===== src/sc_pkg.sv =====
`timescale 1ns / 1ps
// ----------------------------------------------------------------------------
// sc_pkg: shared types and constants of the stereo crush effect
// Word formats, register indexes, mode codes, controller states and the
// command and status bundles between controller and datapath.
// ----------------------------------------------------------------------------
package sc_pkg;

  localparam int SAMPLE_BITS   = 16;
  localparam int FRAC_BITS     = SAMPLE_BITS - 1;
  localparam int MAX_LEVEL_DEF = 6;
  localparam int MODE_W        = 2;
  localparam int LEVEL_W       = 3;
  localparam int CFG_IDX_W     = 1;
  localparam int CFG_DATA_W    = 3;

  // register indexes of the configuration port
  localparam logic [CFG_IDX_W-1:0] REG_MODE  = 1'b0;
  localparam logic [CFG_IDX_W-1:0] REG_LEVEL = 1'b1;

  // mode codes; the unused code behaves as the sign mode
  localparam logic [MODE_W-1:0] MODE_AVG   = 2'd0;
  localparam logic [MODE_W-1:0] MODE_QUANT = 2'd1;
  localparam logic [MODE_W-1:0] MODE_SIGN  = 2'd2;

  typedef struct packed {
    logic signed [SAMPLE_BITS-1:0] left_sample;
    logic signed [SAMPLE_BITS-1:0] right_sample;
    logic                          end_of_call;
  } sc_in_t;

  typedef struct packed {
    logic signed [SAMPLE_BITS-1:0] left_out;
    logic signed [SAMPLE_BITS-1:0] right_out;
    logic                          last_of_run;
  } sc_out_t;

  typedef enum logic [2:0] {
    S_IDLE,
    S_ACC,
    S_SETUP,
    S_DIV,
    S_EMIT
  } sc_state_e;

  typedef struct packed {
    logic latch;      // capture the input word
    logic acc;        // add into the window, or form the quantizer product
    logic start_div;  // launch both divider lanes, close the window
    logic load_sign;  // load sign results, close the window
    logic load_zero;  // load zero results
    logic take_div;   // load the signed quotients
    logic pop;        // one result word taken
  } sc_cmd_t;

  typedef struct packed {
    logic quant;
    logic sign_mode;
    logic close;
    logic lvl_zero;
    logic div_done;
    logic last;
  } sc_sts_t;

endpackage


===== src/stereo_crush_effect.sv =====
`timescale 1ns / 1ps
// ----------------------------------------------------------------------------
// stereo_crush_effect: stereo sample-rate and bit-depth crusher
// Window average, window sign clip and bit-depth quantize on Q1.15 pairs.
// ----------------------------------------------------------------------------
// Usage:
//   Input words (left, right, end_of_call) arrive on in_valid_i/in_ready_o;
//   result words leave on out_valid_o/out_ready_i. Mode and level are set
//   through the write port (cfg_we_i, cfg_idx_i, cfg_wdata_i) while idle;
//   the user must keep to this, as the block does not enforce it. The block
//   holds one input word at a time: in_ready_o is high only when every
//   result word of the previous input has been taken. A window-mode input
//   that does not close its window returns ready in idle after accumulate
//   and setup. A closing average window or a quantized pair above level
//   zero goes through a bit-serial divider, one quotient bit per cycle, and
//   its first result word is valid once the quotients are loaded; a
//   sign-mode close or a level-zero quantize goes from setup to emit.
//   A closing window then emits one word per pair in the window, back to
//   back, with last_of_run set on the final one; quantize emits one word.
//   When the receiver stalls, the result register holds its word and the
//   block waits; nothing is dropped.
//   Reset clears mode, level, window sums and count, and leaves the block
//   idle and ready; no clearing pass is needed.
// ----------------------------------------------------------------------------
module stereo_crush_effect
  import sc_pkg::*;
#(
  parameter int MAX_LEVEL = MAX_LEVEL_DEF
) (
  input  logic                  clk_i,
  input  logic                  rst_ni,
  input  logic                  cfg_we_i,
  input  logic [CFG_IDX_W-1:0]  cfg_idx_i,
  input  logic [CFG_DATA_W-1:0] cfg_wdata_i,
  input  logic                  in_valid_i,
  output logic                  in_ready_o,
  input  sc_in_t                in_data_i,
  output logic                  out_valid_o,
  input  logic                  out_ready_i,
  output sc_out_t               out_data_o
);

  sc_cmd_t cmd;
  sc_sts_t sts;

  // sequence each word: accumulate, set up, divide, emit
  sc_ctrl u_ctrl (
    .clk_i,
    .rst_ni,
    .in_valid_i,
    .in_ready_o,
    .out_valid_o,
    .out_ready_i,
    .sts_i (sts),
    .cmd_o (cmd)
  );

  // hold config, window state, divider lanes and the result word
  sc_dp #(.MAX_LEVEL(MAX_LEVEL)) u_dp (
    .clk_i,
    .rst_ni,
    .cfg_we_i,
    .cfg_idx_i,
    .cfg_wdata_i,
    .in_data_i,
    .cmd_i      (cmd),
    .sts_o      (sts),
    .out_data_o
  );

endmodule


===== src/sc_div.sv =====
`timescale 1ns / 1ps
// ----------------------------------------------------------------------------
// sc_div: serial unsigned divider lane
// Restoring division, one quotient bit per cycle.
// ----------------------------------------------------------------------------
module sc_div
  import sc_pkg::*;
#(
  parameter int DVD_W = SAMPLE_BITS + MAX_LEVEL_DEF,
  parameter int DVS_W = MAX_LEVEL_DEF + 1
) (
  input  logic             clk_i,
  input  logic             rst_ni,
  input  logic             start_i,
  input  logic [DVD_W-1:0] dividend_i,
  input  logic [DVS_W-1:0] divisor_i,
  output logic [DVD_W-1:0] quot_o,
  output logic             done_o
);

  localparam int CNT_W = $clog2(DVD_W + 1);

  logic             busy_q, busy_d;
  logic [CNT_W-1:0] cnt_q, cnt_d;
  logic [DVD_W-1:0] dvd_q, dvd_d;
  logic [DVS_W-1:0] rem_q, rem_d;
  logic [DVS_W-1:0] dvs_q, dvs_d;
  logic [DVS_W:0]   trial;
  logic [DVS_W:0]   diff;
  logic             fits;

  assign trial = {rem_q, dvd_q[DVD_W-1]};
  assign diff  = trial - {1'b0, dvs_q};
  assign fits  = trial >= {1'b0, dvs_q};

  always_comb begin
    busy_d = busy_q;
    cnt_d  = cnt_q;
    dvd_d  = dvd_q;
    rem_d  = rem_q;
    dvs_d  = dvs_q;
    if (start_i) begin
      busy_d = 1'b1;
      cnt_d  = CNT_W'(DVD_W);
      dvd_d  = dividend_i;
      rem_d  = '0;
      dvs_d  = divisor_i;
    end else if (busy_q) begin
      // shift the quotient bit in where the dividend bit leaves
      dvd_d  = {dvd_q[DVD_W-2:0], fits};
      rem_d  = fits ? diff[DVS_W-1:0] : trial[DVS_W-1:0];
      cnt_d  = cnt_q - 1'b1;
      busy_d = (cnt_q != CNT_W'(1));
    end
  end

  always_ff @(posedge clk_i or negedge rst_ni) begin
    if (!rst_ni) begin
      busy_q <= 1'b0;
      cnt_q  <= '0;
    end else begin
      busy_q <= busy_d;
      cnt_q  <= cnt_d;
    end
  end

  always_ff @(posedge clk_i) begin
    dvd_q <= dvd_d;
    rem_q <= rem_d;
    dvs_q <= dvs_d;
  end

  assign quot_o = dvd_q;
  assign done_o = !busy_q;

  a_start_idle: assert property (@(posedge clk_i) disable iff (!rst_ni)
    start_i |-> !busy_q)
    else $error("divider restarted while busy");

  a_nonzero_divisor: assert property (@(posedge clk_i) disable iff (!rst_ni)
    start_i |-> divisor_i != '0)
    else $error("divider started with zero divisor");

endmodule


===== src/sc_ctrl.sv =====
`timescale 1ns / 1ps
// ----------------------------------------------------------------------------
// sc_ctrl: sequencing controller
// Walks one input word through accumulate, setup, divide and emit.
// ----------------------------------------------------------------------------
module sc_ctrl
  import sc_pkg::*;
(
  input  logic    clk_i,
  input  logic    rst_ni,
  input  logic    in_valid_i,
  output logic    in_ready_o,
  output logic    out_valid_o,
  input  logic    out_ready_i,
  input  sc_sts_t sts_i,
  output sc_cmd_t cmd_o
);

  sc_state_e state_q, state_d;

  always_comb begin
    state_d = state_q;
    unique case (state_q)
      S_IDLE:  if (in_valid_i) state_d = S_ACC;
      S_ACC:   state_d = S_SETUP;
      S_SETUP: begin
        if (sts_i.quant) begin
          state_d = sts_i.lvl_zero ? S_EMIT : S_DIV;
        end else if (sts_i.close) begin
          state_d = sts_i.sign_mode ? S_EMIT : S_DIV;
        end else begin
          state_d = S_IDLE;
        end
      end
      S_DIV:   if (sts_i.div_done) state_d = S_EMIT;
      S_EMIT:  if (out_ready_i && sts_i.last) state_d = S_IDLE;
      default: state_d = S_IDLE;
    endcase
  end

  always_comb begin
    cmd_o       = '0;
    in_ready_o  = 1'b0;
    out_valid_o = 1'b0;
    unique case (state_q)
      S_IDLE: begin
        in_ready_o  = 1'b1;
        cmd_o.latch = in_valid_i;
      end
      S_ACC:  cmd_o.acc = 1'b1;
      S_SETUP: begin
        if (sts_i.quant) begin
          cmd_o.load_zero = sts_i.lvl_zero;
          cmd_o.start_div = !sts_i.lvl_zero;
        end else if (sts_i.close) begin
          cmd_o.load_sign = sts_i.sign_mode;
          cmd_o.start_div = !sts_i.sign_mode;
        end
      end
      S_DIV:  cmd_o.take_div = sts_i.div_done;
      S_EMIT: begin
        out_valid_o = 1'b1;
        cmd_o.pop   = out_ready_i;
      end
      default: ;
    endcase
  end

  always_ff @(posedge clk_i or negedge rst_ni) begin
    if (!rst_ni) begin
      state_q <= S_IDLE;
    end else begin
      state_q <= state_d;
    end
  end

  a_one_side: assert property (@(posedge clk_i) disable iff (!rst_ni)
    !(in_ready_o && out_valid_o))
    else $error("input and output open at once");

  a_div_entry: assert property (@(posedge clk_i) disable iff (!rst_ni)
    state_q == S_DIV |-> $past(state_q) == S_SETUP || $past(state_q) == S_DIV)
    else $error("divide entered without setup");

endmodule


===== src/sc_dp.sv =====
`timescale 1ns / 1ps
// ----------------------------------------------------------------------------
// sc_dp: crush datapath
// Configuration registers, window sums, quantizer product, two divider
// lanes, result registers and the count of result words still owed.
// ----------------------------------------------------------------------------
module sc_dp
  import sc_pkg::*;
#(
  parameter int MAX_LEVEL = MAX_LEVEL_DEF
) (
  input  logic                  clk_i,
  input  logic                  rst_ni,
  input  logic                  cfg_we_i,
  input  logic [CFG_IDX_W-1:0]  cfg_idx_i,
  input  logic [CFG_DATA_W-1:0] cfg_wdata_i,
  input  sc_in_t                in_data_i,
  input  sc_cmd_t               cmd_i,
  output sc_sts_t               sts_o,
  output sc_out_t               out_data_o
);

  localparam int ACC_W = SAMPLE_BITS + MAX_LEVEL;
  localparam int CNT_W = MAX_LEVEL + 1;
  localparam int LVL_W = $clog2(MAX_LEVEL + 1);

  logic [MODE_W-1:0]             mode_q;
  logic [LEVEL_W-1:0]            level_q;
  logic signed [ACC_W-1:0]       sum_l_q, sum_r_q;
  logic [CNT_W-1:0]              count_q;
  logic [CNT_W-1:0]              rem_q;
  logic signed [SAMPLE_BITS-1:0] smp_l_q, smp_r_q;
  logic                          eoc_q;
  logic signed [ACC_W-1:0]       prod_l_q, prod_r_q;
  logic                          neg_l_q, neg_r_q;
  logic signed [SAMPLE_BITS-1:0] res_l_q, res_r_q;

  logic [LVL_W-1:0]        lvl;
  logic [CNT_W-1:0]        win_len;
  logic [CNT_W-1:0]        steps;
  logic                    quant;
  logic                    load;
  logic [ACC_W-1:0]        dvd_l, dvd_r;
  logic [CNT_W-1:0]        dvs;
  logic [ACC_W-1:0]        quot_l, quot_r;
  logic                    done_l, done_r;
  logic [ACC_W-1:0]        sres_l, sres_r;

  function automatic logic [ACC_W-1:0] mag(input logic signed [ACC_W-1:0] v);
    return v[ACC_W-1] ? ACC_W'(-v) : ACC_W'(v);
  endfunction

  // drop the fraction of the scaled sample, keep it scaled by full range
  function automatic logic [ACC_W-1:0] qmag(input logic signed [ACC_W-1:0] v);
    logic [ACC_W-1:0] m;
    m = mag(v);
    return {m[ACC_W-1:FRAC_BITS], FRAC_BITS'(0)};
  endfunction

  function automatic logic signed [SAMPLE_BITS-1:0] sgn(
    input logic signed [ACC_W-1:0] v);
    return v[ACC_W-1] ? {1'b1, {FRAC_BITS{1'b0}}} : {1'b0, {FRAC_BITS{1'b1}}};
  endfunction

  assign lvl     = (level_q > LEVEL_W'(MAX_LEVEL)) ? LVL_W'(MAX_LEVEL) : LVL_W'(level_q);
  assign win_len = CNT_W'(1) << lvl;
  assign steps   = win_len - 1'b1;
  assign quant   = (mode_q == MODE_QUANT);
  assign load    = cmd_i.start_div || cmd_i.load_sign || cmd_i.load_zero;

  assign dvd_l = quant ? qmag(prod_l_q) : mag(sum_l_q);
  assign dvd_r = quant ? qmag(prod_r_q) : mag(sum_r_q);
  assign dvs   = quant ? steps : count_q;

  assign sres_l = neg_l_q ? ACC_W'(-quot_l) : quot_l;
  assign sres_r = neg_r_q ? ACC_W'(-quot_r) : quot_r;

  sc_div #(.DVD_W(ACC_W), .DVS_W(CNT_W)) u_div_l (
    .clk_i, .rst_ni,
    .start_i   (cmd_i.start_div),
    .dividend_i(dvd_l),
    .divisor_i (dvs),
    .quot_o    (quot_l),
    .done_o    (done_l)
  );

  sc_div #(.DVD_W(ACC_W), .DVS_W(CNT_W)) u_div_r (
    .clk_i, .rst_ni,
    .start_i   (cmd_i.start_div),
    .dividend_i(dvd_r),
    .divisor_i (dvs),
    .quot_o    (quot_r),
    .done_o    (done_r)
  );

  always_ff @(posedge clk_i or negedge rst_ni) begin
    if (!rst_ni) begin
      mode_q  <= MODE_AVG;
      level_q <= '0;
      sum_l_q <= '0;
      sum_r_q <= '0;
      count_q <= '0;
      rem_q   <= '0;
    end else begin
      if (cfg_we_i) begin
        unique case (cfg_idx_i)
          REG_MODE:  mode_q  <= cfg_wdata_i[MODE_W-1:0];
          REG_LEVEL: level_q <= cfg_wdata_i[LEVEL_W-1:0];
          default:   ;
        endcase
      end
      if (cmd_i.acc) begin
        if (quant) begin
          sum_l_q <= '0;
          sum_r_q <= '0;
          count_q <= '0;
        end else begin
          sum_l_q <= sum_l_q + ACC_W'(smp_l_q);
          sum_r_q <= sum_r_q + ACC_W'(smp_r_q);
          count_q <= count_q + 1'b1;
        end
      end else if (load) begin
        // close the window and owe one word per pair in it, or one in quantize mode
        rem_q   <= quant ? CNT_W'(1) : count_q;
        sum_l_q <= '0;
        sum_r_q <= '0;
        count_q <= '0;
      end else if (cmd_i.pop) begin
        rem_q <= rem_q - 1'b1;
      end
    end
  end

  always_ff @(posedge clk_i) begin
    if (cmd_i.latch) begin
      smp_l_q <= in_data_i.left_sample;
      smp_r_q <= in_data_i.right_sample;
      eoc_q   <= in_data_i.end_of_call;
    end
    if (cmd_i.acc) begin
      prod_l_q <= ACC_W'(smp_l_q) * signed'(ACC_W'(steps));
      prod_r_q <= ACC_W'(smp_r_q) * signed'(ACC_W'(steps));
    end
    if (cmd_i.start_div) begin
      neg_l_q <= quant ? prod_l_q[ACC_W-1] : sum_l_q[ACC_W-1];
      neg_r_q <= quant ? prod_r_q[ACC_W-1] : sum_r_q[ACC_W-1];
    end
    if (cmd_i.load_sign) begin
      res_l_q <= sgn(sum_l_q);
      res_r_q <= sgn(sum_r_q);
    end else if (cmd_i.load_zero) begin
      res_l_q <= '0;
      res_r_q <= '0;
    end else if (cmd_i.take_div) begin
      res_l_q <= sres_l[SAMPLE_BITS-1:0];
      res_r_q <= sres_r[SAMPLE_BITS-1:0];
    end
  end

  assign sts_o.quant     = quant;
  assign sts_o.sign_mode = (mode_q != MODE_AVG) && (mode_q != MODE_QUANT);
  assign sts_o.close     = (count_q >= win_len) || eoc_q;
  assign sts_o.lvl_zero  = (lvl == '0);
  assign sts_o.div_done  = done_l && done_r;
  assign sts_o.last      = (rem_q == CNT_W'(1));

  assign out_data_o.left_out    = res_l_q;
  assign out_data_o.right_out   = res_r_q;
  assign out_data_o.last_of_run = sts_o.last;

  a_pop_owed: assert property (@(posedge clk_i) disable iff (!rst_ni)
    cmd_i.pop |-> rem_q != '0)
    else $error("result word taken with none owed");

  a_count_bound: assert property (@(posedge clk_i) disable iff (!rst_ni)
    cmd_i.acc && !quant |=> count_q != '0)
    else $error("window count failed to advance");

endmodule


===== config.mk =====
export PLATFORM = sky130hd
export DESIGN_NAME = stereo_crush_effect
export DESIGN_NICKNAME = d
export VERILOG_FILES = /design/src/sc_pkg.sv /design/src/stereo_crush_effect.sv /design/src/sc_div.sv /design/src/sc_ctrl.sv /design/src/sc_dp.sv
export SDC_FILE = /design/constraint.sdc
export NUM_CORES = 1
export LEC_CHECK = 0
export BUFFER_PORTS_ARGS = -buffer_cell sky130_fd_sc_hd__buf_2
export CAP_MARGIN = 15
export CORE_ASPECT_RATIO = 1.75
export CORE_MARGIN = 2
export CORE_UTILIZATION = 35
export DETAILED_ROUTE_END_ITERATION = 6
export PLACE_DENSITY_LB_ADDON = 0.25
export SYNTH_ARGS = -nofsm -noshare
export SYNTH_HDL_FRONTEND = slang
export SYNTH_SLANG_ARGS = --single-unit

===== constraint.sdc =====
create_clock -name clk_i -period 5.8 [get_ports clk_i]
set_input_delay 0.87 -clock clk_i [delete_from_list [all_inputs] [get_ports clk_i]]
set_output_delay 0.87 -clock clk_i [all_outputs]
set_load 0.05 [all_outputs]

==> metrics.txt <==
outcome finished clean; Clock Tree Buf Depth 3; initial antenna violation count 1; Synth cell types 76; number of synthesized flops with an enable pin 162; Critical Path RT 6.13 ns; Final Setup Violations 0; number of vias per cell 5.06; Final Hold Viols 0; period utilisation layout a little over nine tenths; FFs w/ async S/R, synth 30.7%; dpl hpwl 42.2 mm; Rel. slew slack 29.3%; CTS Hold Bufs 0; H-tree depth 1; CTS tree done; GRT Total Usage 16.8%; layout cells sized above 1 9.44%; Cells after Synth 2,244; Routed WL around 52 mm; num ports a little under 80; number of global-route vias before repair 17,200; RSZ-0062 raised after global routing yes; Worst-Skew Late Latency between 0.5 and 0.6 ns; # port buffers 76; Post-CTS Setup Bufs 0; most common flop cell mapped by yosys edfxtp_1; GR Overflow Total 0; fmax 0.181 GHz; clk sinks roughly 250; Core Area 62,100 µm²; Die Width 193 µm; cell area after synthesis between 20,000 and 25,000 µm²; # DRC 0; cell total after placement 3,107; routability cong. 0.850; Die Ht 335 µm; final setup margin 0.271 ns; Synth Register Bits between 200 and 300; Critical Path End Type register; first drt pass iteration count 5; initial DRC count 657; CP max stage delay 0.54 ns; die area 64,600 µm²; largest net degree at the start of global routing 47; clk_skew 0.0359 ns; nets 2,709; critical path class register to register; Root Driver clkbuf_16; sequential area share after synthesis 32.4%; Startpoint Class register; number of routed nets with antenna violations 0; Syn. warnings 0; final worst path period need about 5.5 ns; crit path DAT 5.86 ns; Worst-Margin Slew 1.06 ns; # diodes 0; Setup WS pre-CTS between 0.03 and 0.04 ns; max cap viols 0; most frequent CP cell fa_1; Rows between 100 and 150; WHS 0.276 ns; Routed WL per cell 16.6 µm; worst hold path class input pin to async pin; total CTS buffers 29; first-pass GRT wire length ~87 mm; CP Cell Sequence buf_4, nor2_1, nor2_4, nand2_1, fa_1, inv_1, fa_1, fa_1, inv_1, fa_1, inv_1, ha_1, or3_1, o22a_1, a211oi_2, o21ai_0, a2111oi_1, nor3b_1; synth-to-layout area growth 11.2%; Worst Path Max Fanout 23; routed vias 16,000; Final Instance Count excl. Fillers between 3,000 and 4,000; Slew Viols, Final 0; Slowest-stage cell, CP fa_1; syn avg cell area 9.76 µm²; starting density of the core 35.3%; Reg clk slew, reported paths ~0.060 ns
## layout make-up
type	instances	area, µm²
clock buffers	40	807
fillers	6216	37700
multi-input cells	1658	13600
clock inverters	14	128
well taps	799	1000
repair buffers	107	628
inverters	289	1080
flip-flops and latches	254	7100
## path summary, 6_finish.rpt
check / from / endpoint / slack, ns / cells past startpoint
worst max register to register: u_dp.level_q[1] / u_dp.prod_l_q[21] / 0.27 / 18
worst max-delay path: u_dp.level_q[1] / u_dp.prod_l_q[21] / 0.27 / 18
min in group clk_i: in_data_i[24] / u_dp.smp_l_q[7] / 0.45 / 1
max in group asynchronous: rst_ni / u_dp.level_q[2] / 4.52 / 2
worst min register to register: u_dp.u_div_l.rem_q[1] / u_dp.u_div_l.rem_q[1] / 0.51 / 2
worst min-delay path: rst_ni / u_dp.sum_r_q[13] / 0.28 / 1
## worst max-delay path, delay by kind of cell (launching register included)
family | cells | cell delay (ns)
AO/OA/AOI/OAI | 4 | 1.17
adder cells (fa/ha/maj) | 5 | 2.23
buffers and inverters | 4 | 0.44
flip-flops | 1 | 0.41
AND/OR/NAND/NOR | 5 | 1.00
## sequential cells by signal (all words and copies together), names as in the netlist, 7 cells and up
signal and cells:
u_dp.sum_r_q 22, u_dp.count_q 7, u_dp.res_r_q 16, u_dp.smp_l_q 16
u_dp.u_div_l.quot_o 22, u_dp.smp_r_q 16, u_dp.prod_l_q 22, u_dp.u_div_l.rem_q 7
u_dp.prod_r_q 22, u_dp.rem_q 7, u_dp.sum_l_q 22, u_dp.res_l_q 16
u_dp.u_div_r.quot_o 22, u_dp.u_div_r.rem_q 7, u_dp.u_div_l.dvs_q 7
## layer usage
| layer | part of all wire (%) | GRT usage, % |
|---|---|---|
| met5 | 0.017 | 0 |
| met4 | 2.8 | 5.24 |
| met3 | 3.2 | 1.81 |
| met2 | 53 | 31.5 |
| met1 | 41 | 19.6 |
## cell usage after synthesis, types with 23 or more instances
library cell / instances / area [µm²]
mux2_2: 44 / 495
a21o_1: 30 / 225
nand3_1: 23 / 115
ha_1: 162 / 2030
clkbuf_1: 66 / 248
and3_1: 62 / 388
xnor2_1: 80 / 701
a21oi_1: 71 / 355
xor2_1: 92 / 806
and2_1: 99 / 619
dfrtp_1: 78 / 1950
o21ai_0: 163 / 816
nand2_1: 189 / 709
inv_1: 288 / 1080
edfxtp_1: 162 / 4860
nor2_1: 136 / 510
fa_1: 166 / 3320
nor3_1: 29 / 145
## through the flow
stage | area [µm²] | TNS [ns] | utilization (%)
3_3_place_gp | 23400 | 0 | 37.7
3_5_place_dp | 23400 | 0 | 37.7
4_1_cts | 24300 | 0 | 39.2
5_1_grt | 24400 | -0.00385 | 39.2
2_1_floorplan | 22000 | 0 | -
6_report | 24400 | 0 | 39.2
## cells by family after synthesis
| kind of cell | synth area share [%] |
|---|---|
| and+or+nand+nor | 15.0 |
| AOI/OAI and AO/OA | 11.7 |
| buffers and inverters | 6.21 |
| adders and majority gates | 24.4 |
| DFF | 32.4 |
| xor gates and xnor gates | 6.88 |
| muxes | 3.25 |
| other | 0.0171 |
## repair_timing
action,in CTS,in global routing
gates resized for setup,1,6
setup endpoints to repair,1,2
gates cloned,0,0
endpoints found under the hold margin,0,0
## cells in the final DEF (no fill, tap or decap), types with 7 or more instances in the layout
cell type / n
o21bai_1: 12
dfrtp_1: 77
a211oi_1: 21
clkbuf_1: 7
and3_1: 62
xnor2_1: 80
a21o_1: 30
a22o_1: 11
nand4_1: 11
mux2i_1: 20
nand3_1: 23
inv_1: 288
or3_1: 18
conb_1: 30
a21boi_0: 7
buf_4: 31
fa_1: 166
o21ai_0: 163
clkbuf_16: 29
xor2_1: 92
nor3_1: 28
nor4_1: 13
nor2b_1: 16
a31oi_1: 8
o211ai_1: 7
nor2_1: 133
edfxtp_1: 162
and2_1: 98
nand2_1: 189
or4_1: 9
buf_2: 75
o31ai_1: 19
nand2b_1: 21
dfxtp_1: 14
mux2_2: 44
ha_1: 162
a21oi_1: 70
o41ai_1: 13
Power is not shown: default switching activity piles up to over one toggle a cycle in this logic, so the estimate is an artifact.
